### config.mk
export PLATFORM = sky130hd
export DESIGN_NAME = bresenham_line_pixel_generator_unit
export DESIGN_NICKNAME = d
export VERILOG_FILES = /design/src/rtl/blpg_pkg.sv /design/src/rtl/blpg_dp.sv /design/src/rtl/blpg_ctrl.sv /design/src/rtl/bresenham_line_pixel_generator_unit.sv
export SDC_FILE = /design/constraint.sdc
export NUM_CORES = 1
export LEC_CHECK = 0
export BUFFER_PORTS_ARGS = -buffer_cell sky130_fd_sc_hd__buf_2
export CAP_MARGIN = 0
export CORE_ASPECT_RATIO = 0.6
export CORE_MARGIN = 3
export CORE_UTILIZATION = 50
export DETAILED_ROUTE_END_ITERATION = 7
export HOLD_SLACK_MARGIN = 0.08
export PLACE_DENSITY_LB_ADDON = 0.1
export SLEW_MARGIN = 20
export SYNTH_ARGS = -nofsm -noshare
export SYNTH_HDL_FRONTEND = slang
export SYNTH_SLANG_ARGS = --single-unit
### constraint.sdc
create_clock -name aclk -period 13.55 [get_ports aclk]
set_input_delay 1.355 -clock aclk [delete_from_list [all_inputs] [get_ports aclk]]
set_output_delay 1.355 -clock aclk [all_outputs]
set_load 0.03 [all_outputs]
### src/rtl/blpg_pkg.sv
// Package for the Bresenham line pixel generator.
// Holds field widths, parameter defaults, the controller-to-datapath command type and the status type.
// No dependencies.
package blpg_pkg;

    localparam int COORD_BITS_DEF = 6;
    localparam int COORD_W        = 6;
    localparam int COLOR_W        = 8;

    typedef struct packed {
        logic load;
        logic step;
    } blpg_cmd_t;

    typedef struct packed {
        logic last;
    } blpg_status_t;

endpackage

### src/rtl/blpg_dp.sv
// Datapath of the line pixel generator: setup of spans, directions and error term,
// and the per-pixel step of coordinates, error term and remaining count.
// Depends on blpg_pkg.
module blpg_dp #(
    parameter int COORD_BITS = blpg_pkg::COORD_BITS_DEF
) (
    input  logic                         aclk,
    input  blpg_pkg::blpg_cmd_t          cmd,
    output blpg_pkg::blpg_status_t       status,
    input  logic [blpg_pkg::COORD_W-1:0] s_start_x,
    input  logic [blpg_pkg::COORD_W-1:0] s_start_y,
    input  logic [blpg_pkg::COORD_W-1:0] s_end_x,
    input  logic [blpg_pkg::COORD_W-1:0] s_end_y,
    input  logic [blpg_pkg::COLOR_W-1:0] s_red,
    input  logic [blpg_pkg::COLOR_W-1:0] s_green,
    input  logic [blpg_pkg::COLOR_W-1:0] s_blue,
    output logic [blpg_pkg::COORD_W-1:0] m_pixel_x,
    output logic [blpg_pkg::COORD_W-1:0] m_pixel_y,
    output logic [blpg_pkg::COLOR_W-1:0] m_pixel_red,
    output logic [blpg_pkg::COLOR_W-1:0] m_pixel_green,
    output logic [blpg_pkg::COLOR_W-1:0] m_pixel_blue,
    output logic                         m_final_pixel
);

    localparam int CB    = COORD_BITS;
    localparam int ERR_W = COORD_BITS + 2;

    logic [CB-1:0] x0, y0, x1, y1;
    logic [CB-1:0] adx, ady, dmaj, dmin;
    logic          sx_neg, sy_neg, ymaj;
    logic signed [ERR_W-1:0] two_dmin, two_diff, pk_init;

    logic [CB-1:0]           x_reg, x_next, y_reg, y_next;
    logic [CB-1:0]           steps_reg, steps_next;
    logic signed [ERR_W-1:0] err_reg, err_next;
    logic signed [ERR_W-1:0] inc_min_reg, inc_min_next;
    logic signed [ERR_W-1:0] inc_both_reg, inc_both_next;
    logic                    sx_neg_reg, sy_neg_reg, ymaj_reg;
    logic [blpg_pkg::COLOR_W-1:0] red_reg, green_reg, blue_reg;
    logic                    minor_step;

    always_comb begin
        x0     = s_start_x[CB-1:0];
        y0     = s_start_y[CB-1:0];
        x1     = s_end_x[CB-1:0];
        y1     = s_end_y[CB-1:0];
        sx_neg = x1 < x0;
        sy_neg = y1 < y0;
        adx    = sx_neg ? (x0 - x1) : (x1 - x0);
        ady    = sy_neg ? (y0 - y1) : (y1 - y0);
        ymaj   = !(adx > ady);
        dmaj   = ymaj ? ady : adx;
        dmin   = ymaj ? adx : ady;
        two_dmin = $signed({1'b0, dmin, 1'b0});
        two_diff = $signed({1'b0, dmin, 1'b0}) - $signed({1'b0, dmaj, 1'b0});
        pk_init  = $signed({1'b0, dmin, 1'b0}) - $signed({2'b00, dmaj});
    end

    assign minor_step = !err_reg[ERR_W-1];

    always_comb begin
        x_next        = x_reg;
        y_next        = y_reg;
        err_next      = err_reg;
        steps_next    = steps_reg;
        inc_min_next  = inc_min_reg;
        inc_both_next = inc_both_reg;
        if (cmd.load) begin
            x_next        = x0;
            y_next        = y0;
            err_next      = pk_init;
            steps_next    = dmaj;
            inc_min_next  = two_dmin;
            inc_both_next = two_diff;
        end else if (cmd.step) begin
            steps_next = steps_reg - CB'(1);
            if (ymaj_reg || minor_step) begin
                y_next = sy_neg_reg ? (y_reg - CB'(1)) : (y_reg + CB'(1));
            end
            if (!ymaj_reg || minor_step) begin
                x_next = sx_neg_reg ? (x_reg - CB'(1)) : (x_reg + CB'(1));
            end
            err_next = minor_step ? (err_reg + inc_both_reg) : (err_reg + inc_min_reg);
        end
    end

    always_ff @(posedge aclk) begin
        x_reg        <= x_next;
        y_reg        <= y_next;
        err_reg      <= err_next;
        steps_reg    <= steps_next;
        inc_min_reg  <= inc_min_next;
        inc_both_reg <= inc_both_next;
        if (cmd.load) begin
            sx_neg_reg <= sx_neg;
            sy_neg_reg <= sy_neg;
            ymaj_reg   <= ymaj;
            red_reg    <= s_red;
            green_reg  <= s_green;
            blue_reg   <= s_blue;
        end
    end

    assign status.last    = steps_reg == '0;
    assign m_pixel_x      = blpg_pkg::COORD_W'(x_reg);
    assign m_pixel_y      = blpg_pkg::COORD_W'(y_reg);
    assign m_pixel_red    = red_reg;
    assign m_pixel_green  = green_reg;
    assign m_pixel_blue   = blue_reg;
    assign m_final_pixel  = status.last;

endmodule

### src/rtl/blpg_ctrl.sv
// Controller of the line pixel generator: request intake and pixel transfer sequencing.
// Depends on blpg_pkg.
module blpg_ctrl (
    input  logic                   aclk,
    input  logic                   aresetn,
    input  logic                   s_valid,
    output logic                   s_ready,
    output logic                   m_valid,
    input  logic                   m_ready,
    input  blpg_pkg::blpg_status_t status,
    output blpg_pkg::blpg_cmd_t    cmd
);

    localparam logic ST_IDLE = 1'b0;
    localparam logic ST_EMIT = 1'b1;

    logic state_reg, state_next;
    logic done;

    assign done     = (state_reg == ST_EMIT) && m_ready && status.last;
    assign s_ready  = (state_reg == ST_IDLE) || done;
    assign m_valid  = state_reg == ST_EMIT;
    assign cmd.load = s_valid && s_ready;
    assign cmd.step = (state_reg == ST_EMIT) && m_ready && !status.last;

    always_comb begin
        state_next = state_reg;
        case (state_reg)
            ST_IDLE: begin
                if (cmd.load) state_next = ST_EMIT;
            end
            ST_EMIT: begin
                if (done && !cmd.load) state_next = ST_IDLE;
            end
            default: state_next = ST_IDLE;
        endcase
    end

    always_ff @(posedge aclk) begin
        if (!aresetn) begin
            state_reg <= ST_IDLE;
        end else begin
            state_reg <= state_next;
        end
    end

    a_no_load_and_step: assert property (@(posedge aclk) disable iff (!aresetn)
        !(cmd.load && cmd.step))
        else $error("load and step in the same cycle");

    a_load_starts_emit: assert property (@(posedge aclk) disable iff (!aresetn)
        cmd.load |=> state_reg == ST_EMIT)
        else $error("request accepted without entering emit");

    a_last_returns_idle: assert property (@(posedge aclk) disable iff (!aresetn)
        done && !s_valid |=> state_reg == ST_IDLE)
        else $error("final pixel transfer did not end the line");

    a_step_keeps_emit: assert property (@(posedge aclk) disable iff (!aresetn)
        cmd.step |=> m_valid)
        else $error("pixel stream broke off before the final pixel");

endmodule

### src/rtl/bresenham_line_pixel_generator_unit.sv
// Bresenham line pixel generator, top level: controller plus datapath.
// The first pixel is offered in the cycle after the request transfer.
// Throughput: one pixel per cycle while m_ready is high, max(|dx|,|dy|)+1 pixels per line (1 to 64);
// the next request is taken with the final pixel.
// Reset: aresetn synchronous, active low, returns the controller to idle.
// Depends on blpg_pkg, blpg_ctrl, blpg_dp.
module bresenham_line_pixel_generator_unit #(
    parameter int COORD_BITS = blpg_pkg::COORD_BITS_DEF
) (
    input  logic                         aclk,
    input  logic                         aresetn,
    input  logic                         s_valid,
    output logic                         s_ready,
    input  logic [blpg_pkg::COORD_W-1:0] s_start_x,
    input  logic [blpg_pkg::COORD_W-1:0] s_start_y,
    input  logic [blpg_pkg::COORD_W-1:0] s_end_x,
    input  logic [blpg_pkg::COORD_W-1:0] s_end_y,
    input  logic [blpg_pkg::COLOR_W-1:0] s_red,
    input  logic [blpg_pkg::COLOR_W-1:0] s_green,
    input  logic [blpg_pkg::COLOR_W-1:0] s_blue,
    output logic                         m_valid,
    input  logic                         m_ready,
    output logic [blpg_pkg::COORD_W-1:0] m_pixel_x,
    output logic [blpg_pkg::COORD_W-1:0] m_pixel_y,
    output logic [blpg_pkg::COLOR_W-1:0] m_pixel_red,
    output logic [blpg_pkg::COLOR_W-1:0] m_pixel_green,
    output logic [blpg_pkg::COLOR_W-1:0] m_pixel_blue,
    output logic                         m_final_pixel
);

    blpg_pkg::blpg_cmd_t    cmd;
    blpg_pkg::blpg_status_t status;

    blpg_ctrl u_ctrl (
        .aclk    (aclk),
        .aresetn (aresetn),
        .s_valid (s_valid),
        .s_ready (s_ready),
        .m_valid (m_valid),
        .m_ready (m_ready),
        .status  (status),
        .cmd     (cmd)
    );

    blpg_dp #(
        .COORD_BITS (COORD_BITS)
    ) u_dp (
        .aclk          (aclk),
        .cmd           (cmd),
        .status        (status),
        .s_start_x     (s_start_x),
        .s_start_y     (s_start_y),
        .s_end_x       (s_end_x),
        .s_end_y       (s_end_y),
        .s_red         (s_red),
        .s_green       (s_green),
        .s_blue        (s_blue),
        .m_pixel_x     (m_pixel_x),
        .m_pixel_y     (m_pixel_y),
        .m_pixel_red   (m_pixel_red),
        .m_pixel_green (m_pixel_green),
        .m_pixel_blue  (m_pixel_blue),
        .m_final_pixel (m_final_pixel)
    );

endmodule
# Word level (Yosys, flattened, before mapping)
# Cells that the tools add are included.
# word_totals
out_inout_bits,39
word_cells,69
register_bits,68
inputBits,52
# classes
bitwise,1
n_mux,20
reduce_logical,19
add_sub_neg,13
magnitude_cmp,3
# op_table
cell,count
two-way mux 6 bit,14
two-way mux 8 bit,3
subtractor 6 bit,4
"subtractor 6 x 1 -> 6 bit, second input constant",3
adder 8 bit,2
"adder 6 x 1 -> 6 bit, second input constant",2
< comparator 6 bit,2
subtractor 7 x 6 -> 8 bit,1
subtractor 7 x 7 -> 8 bit,1
> comparator 6 bit,1
logical NOT 6 bit,1
nonzero test 2 bit,3
logical AND 1 bit,5
logical NOT 1 bit,5
AND reduction 2 bit,2
logical OR 1 bit,3
two-way mux 1 bit,2
case mux 1 bit (2 select lines),1
NOT 1 bit,1

# Longest topological paths before layout
# depth
word_depth,8
mapped_depth,25
ltp_nobuf,25

# Hierarchy
# Synthesis repeated with hierarchy kept, for this count alone.
# unflattened
cells_unflattened,505
area_unflattened_um2,5057.4
# modules_own_cells
mod,seq_area_each_um2,area_each_um2,cells_each,n_inst
blpg_dp,1951.9,4991.0,499,1
blpg_ctrl,20.0,66.3,6,1

# Worst setup path before layout
# Ideal clock, no wire load.
# synth_timing
path_type,input to register
start,input s_end_y[0] (netlist bit)
end,"register u_dp.err_reg[6], data pin"
slack_ps,7382
setup_ps,261
path_buffers,1
required_ps,13289
cell_stages,23
t_arrival_ps,5907
cell_sequence,inv_1 ha_1 inv_1 fa_1 a21o_1 nand4_1 nand2_1 mux2_2 a21oi_1 xnor2_1 inv_1 ha_1 nand4_1 o221ai_2 and2_4 buf_2 mux2i_1 fa_1 a21oi_1 maj3_2 maj3_2 o2111a_1 a221o_1
# synth_via
elab_chain_cells,6
word_cells_on_any_way,9
classes_between,3 x add/sub; 2 x order compare; 4 x mux
# synth_rtl
item,line,text
from (decl),bresenham_line_pixel_generator_unit.sv:17,"input logic [blpg_pkg::COORD_W-1:0] s_end_y,"
subtractor 6 bit or < comparator 6 bit (tied branches),"blpg_dp.sv:50, blpg_dp.sv:48",
two-way mux 6 bit *,blpg_dp.sv:50,ady = sy_neg ? (y0 - y1) : (y1 - y0);
> comparator 6 bit,blpg_dp.sv:51,ymaj = !(adx > ady);
two-way mux 6 bit *,blpg_dp.sv:53,dmin = ymaj ? adx : ady;
via u_dp.dmin[0],blpg_dp.sv:29,"logic [CB-1:0] adx, ady, dmaj, dmin;"
subtractor 7 x 6 -> 8 bit *,blpg_dp.sv:56,"pk_init = $signed({1'b0, dmin, 1'b0}) - $signed({2'b00, dmaj});"
two-way mux 8 bit *,blpg_dp.sv:68,if (cmd.load) begin
via u_dp.err_next[6],blpg_dp.sv:35,"logic signed [ERR_W-1:0] err_reg, err_next;"
to (signal assigned),blpg_dp.sv:90,err_reg <= err_next;
to (decl),blpg_dp.sv:35,
# Mark *: on every way through the listed nets, which the timed path passes. The rest lies on a longest branch.
# A chain may end at the register's enable or synchronous reset.

# Worst setup path in the final report
# layout_timing
start,input s_end_y[0] (netlist bit)
end,"register u_dp.err_reg[6], data pin"
# layout_via
elab_chain_cells,6
word_cells_on_any_way,9
classes_between,3 x add/sub; 2 x order compare; 4 x mux
# layout_rtl
item,line
subtractor 6 bit or < comparator 6 bit (tied branches),"blpg_dp.sv:50, blpg_dp.sv:48"
two-way mux 6 bit *,blpg_dp.sv:50
> comparator 6 bit,blpg_dp.sv:51
"two-way mux 6 bit, on equally long branches","blpg_dp.sv:53, blpg_dp.sv:52"
subtractor 7 x 6 -> 8 bit *,blpg_dp.sv:56
two-way mux 8 bit *,blpg_dp.sv:68
via u_dp.err_next[6],blpg_dp.sv:35
# Marks and branches as above.

==> results.rst <==
.. list-table::
   :header-rows: 1

   * - Metric
     - Value
   * - Status
     - complete, no violations
   * - Number of cells in the finished layout apart from fillers
     - 685
   * - Mean number of vias per cell
     - 5.369
   * - Maximum number of pins on one net before global-route repair
     - around 50
   * - Worst reg2reg path depth
     - 11
   * - WL met3
     - 969 um
   * - Syn_area_per_cell
     - between 10 and 15 um^2
   * - Number of cells on the critical path
     - 25
   * - Flip-flop and latch count after synthesis
     - 66
   * - DRC violations left
     - 0
   * - Power density normalized to cell area
     - 208.7 nW/um^2
   * - Placed cell count
     - 669
   * - Final Cycle Share
     - 47.20%
   * - Achievable Freq
     - 0.1564 GHz
   * - Number of buffers inserted during clock tree synthesis
     - 9
   * - Die footprint
     - 10700 um^2
   * - Least-Margin Pin Slew
     - 0.8178 ns
   * - Placeable core region
     - 8848 um^2
   * - Initial DRT Pass Iterations
     - 5
   * - Die Ht
     - ~81 um
   * - Met2 wire length
     - 4267 um
   * - R2R setup slack
     - 10.04 ns
   * - Psw
     - 0.0004435 W
   * - Commonest cells after routing, fill and taps aside
     - sky130_fd_sc_hd__buf_2 (90), sky130_fd_sc_hd__inv_1 (70), sky130_fd_sc_hd__edfxtp_1 (65)
   * - Final HPWL from detailed placement
     - about 8800 um
   * - Crit path max fanout
     - 12
   * - Number of levels in the clock H-tree
     - 3
   * - WP data arrival
     - 6.47 ns
   * - Synthesized Nets
     - 568
   * - Number of cells produced by synthesis
     - 461
   * - Ys Warns
     - 0
   * - Type of element launching the critical path
     - primary input
   * - Normalized max-slew margin
     - 45.01%
   * - Netlist area before placement
     - 4727 um^2
   * - Reg-to-reg startpoint
     - u_dp.steps_reg[0]
   * - Count of nets after finishing
     - 661
   * - Number of design-rule violations left by the first detailed-router iteration
     - 303
   * - Final setup violation count
     - 0
   * - Clock transition at path regs
     - 0.06 ns
   * - Cell internal pwr
     - 0.0007404 W
   * - Most common library cell in the layout ignoring fill and taps
     - sky130_fd_sc_hd__buf_2
   * - Vias in the first global route
     - 3446
   * - Worst setup EP type
     - flop
   * - Maximum clock path buffer count
     - 2
   * - Top routing layer used
     - met4
   * - IR drop worst, VDD
     - slightly above 0.0001 V
   * - Total buffers and inverters traversed by the critical path
     - 6
   * - Number of distinct standard cells referenced by the synthesized netlist
     - 53
   * - Fillers
     - 727
   * - GR Util All Layers
     - between 20% and 30%
   * - Cts-stage hold buffer count
     - 0
   * - Most instantiated flip-flop cell in the synthesis netlist
     - sky130_fd_sc_hd__edfxtp_1
   * - FP Rows
     - 26
   * - Routability cong.
     - between 0.9 and 1
   * - Starting density of the core
     - 53.42%
   * - Number of max-cap violations
     - 0
   * - Root buffer cell
     - sky130_fd_sc_hd__clkbuf_16
   * - Endpoints failing hold
     - 0
   * - Most frequent CP cell
     - sky130_fd_sc_hd__inv_1
   * - Proportion of power drawn by flip-flops and latches
     - 27.5%
   * - Delay of the slowest cell on the worst path
     - ~0.4 ns
   * - Logic gate share of total power
     - 48.5%
   * - Clk sink count
     - 66
   * - Leakage
     - 2.627 nW
   * - Post-route antenna net violation count
     - 0
   * - Clock Skews
     - 0.004407 ns
   * - Total routed wire length on the met1 layer
     - 5786 um
   * - Number of inserted diodes
     - 0
   * - Wire length of the first global-routing pass
     - ~18000 um
   * - Initial antenna violation count
     - 0
   * - Min cycle time layout
     - 6.395 ns
   * - Count of boundary I/O pins
     - 91
   * - Area delta synth->final
     - 19.98%
   * - Portion of the post-synthesis area used by sequential elements
     - a little over two fifths
   * - Layout cells sized above 1
     - 22.54%
   * - Post-CTS setup buffers
     - 0
   * - Port bufs
     - 90
   * - Area taken by flip-flops and latches
     - 1972 um^2
   * - Fin util
     - roughly 64%
   * - Number of enable-type register cells in the synthesized netlist
     - 65
   * - Classification of the worst-slack hold path
     - flop to flop
   * - CTS tree
     - yes
   * - Clock latency at the later pin of the worst-skew pair
     - between 0.3 and 0.4 ns
   * - Setup repair after global routing missed its margin
     - no
   * - Total area of multi-input combinational cells
     - 2437 um^2
   * - Top Family by Delay on Critical Path
     - adder cells
   * - Clock share of power
     - 24.1%
   * - Fin. max-slew vios
     - 0
   * - Worst EP required
     - 13.63 ns
   * - Worst setup path startpoint
     - s_end_y[0]
   * - Number of cells upsized or downsized after cts
     - 0
   * - Setup Crit Path Kind
     - primary input to flop
   * - Via count of the routed design
     - 3678
   * - Die outline width
     - 131.5 um
   * - WL per Instance
     - between 15 and 20 um
   * - Final TNS setup
     - 0 ns
   * - Switching fraction of total power
     - between 30% and 40%
   * - Overflow left after global routing
     - 0
   * - Highest-delay cell along the critical path
     - sky130_fd_sc_hd__fa_1
   * - Hold Crit Depth
     - 2
   * - Total power
     - around 0.0012 W
   * - Launch point of the worst hold path
     - u_ctrl.m_valid
   * - Share of flip-flops with an asynchronous set or reset
     - 0%
   * - Total wirelength of the detailed-routed design
     - between 10000 and 15000 um
metal layers:
metal | global-route usage, % | vias up
met3 | 6.993 | 12
met1 | 32.69 | 1691
met2 | 29.50 | 146
met5 | 0 | -
li1 | - | 1829
met4 | 5.975 | 0
power groups by stage:
stage               Sequential (W)  Clock (W)  Combinational, W
global placement          0.000327          0          0.000550
detailed placement        0.000329          0          0.000559
global route              0.000330   0.000298          0.000644
CTS                       0.000326   0.000289          0.000568
finish                    0.000325   0.000285          0.000574
floorplan                 0.000343          0          0.000416
worst register-to-register path, cell delays in order (launching register included):
cell and delay [ns]:
sky130_fd_sc_hd__edfxtp_1 0.41, sky130_fd_sc_hd__inv_1 0.08, sky130_fd_sc_hd__ha_1 0.17, sky130_fd_sc_hd__nand2_1 0.09
sky130_fd_sc_hd__nor3_1 0.39, sky130_fd_sc_hd__nand2_1 0.10, sky130_fd_sc_hd__nand2_1 0.12, sky130_fd_sc_hd__nand2_1 0.30
sky130_fd_sc_hd__inv_2 0.60, sky130_fd_sc_hd__buf_4 0.59, sky130_fd_sc_hd__nor2_1 0.20, sky130_fd_sc_hd__a21oi_1 0.26
final cells by class:
cell class | count | area share (%)
multi-input combinational | 313 | 42.97
timing repair buffer | 92 | 8.206
inverter | 72 | 4.809
tap | 126 | 2.780
clock inverter | 6 | 2.427
sequential | 66 | 34.77
clock buffer | 10 | 4.037
cells by family after synthesis:
kind of cell / Yosys count / synth area share, %
adders and majority gates: 58 / 16.52
AOI/OAI and AO/OA: 107 / 14.21
buffers and inverters: 82 / 6.723
xor gates and xnor gates: 32 / 5.929
muxes: 21 / 4.765
DFF: 66 / 41.72
and+or+nand+nor: 95 / 10.14
per-stage QoR:
step                      hold slack (ns)  setup slack, ns  instance area (um^2)
final                              0.5964            7.155                  5672
after global routing               0.6545            6.740                  5672
after CTS                          0.5971            7.235                  5672
after detailed placement           0.5871            6.903                  5305
after global placement             0.5622            7.119                  5305
after floorplan                    0.5890            7.382                  4727
Yosys cell counts (2+ instances only):
library cell	n	area, um^2
sky130_fd_sc_hd__inv_1	71	266.5
sky130_fd_sc_hd__edfxtp_1	65	1952
sky130_fd_sc_hd__a21oi_1	47	235.2
sky130_fd_sc_hd__ha_1	47	588.1
sky130_fd_sc_hd__nand2_1	30	112.6
sky130_fd_sc_hd__nor2_1	22	82.58
sky130_fd_sc_hd__xnor2_1	22	192.7
sky130_fd_sc_hd__o21ai_0	13	65.06
sky130_fd_sc_hd__a21o_1	11	82.58
sky130_fd_sc_hd__mux2i_1	11	110.1
sky130_fd_sc_hd__xor2_1	10	87.58
sky130_fd_sc_hd__mux2_2	9	101.4
sky130_fd_sc_hd__fa_1	8	160.2
sky130_fd_sc_hd__nand3_1	8	40.04
sky130_fd_sc_hd__o22ai_1	7	43.79
sky130_fd_sc_hd__clkbuf_1	6	22.52
sky130_fd_sc_hd__and3_1	5	31.28
sky130_fd_sc_hd__nand4b_1	5	43.79
sky130_fd_sc_hd__nor2b_1	5	31.28
sky130_fd_sc_hd__nor3_1	5	25.02
sky130_fd_sc_hd__nand3b_1	4	30.03
sky130_fd_sc_hd__o21bai_1	4	30.03
sky130_fd_sc_hd__and2_1	3	18.77
sky130_fd_sc_hd__buf_2	3	15.01
sky130_fd_sc_hd__o221ai_1	3	26.28
sky130_fd_sc_hd__a22o_1	2	17.52
sky130_fd_sc_hd__a22oi_1	2	15.01
sky130_fd_sc_hd__and4_1	2	17.52
sky130_fd_sc_hd__maj3_2	2	22.52
sky130_fd_sc_hd__nand4_1	2	12.51
sky130_fd_sc_hd__o211ai_1	2	15.01
sky130_fd_sc_hd__o21a_1	2	15.01
sky130_fd_sc_hd__o311ai_0	2	17.52
sky130_fd_sc_hd__o31ai_1	2	15.01
worst paths after layout:
| kind | to |
|---|---|
| min reg2reg | u_ctrl.m_valid |
| max reg2reg | u_dp.m_pixel_y[2] |
| max | u_dp.err_reg[6] |
| min | u_ctrl.m_valid |
Note: power is estimated with default switching activity, not from simulation.
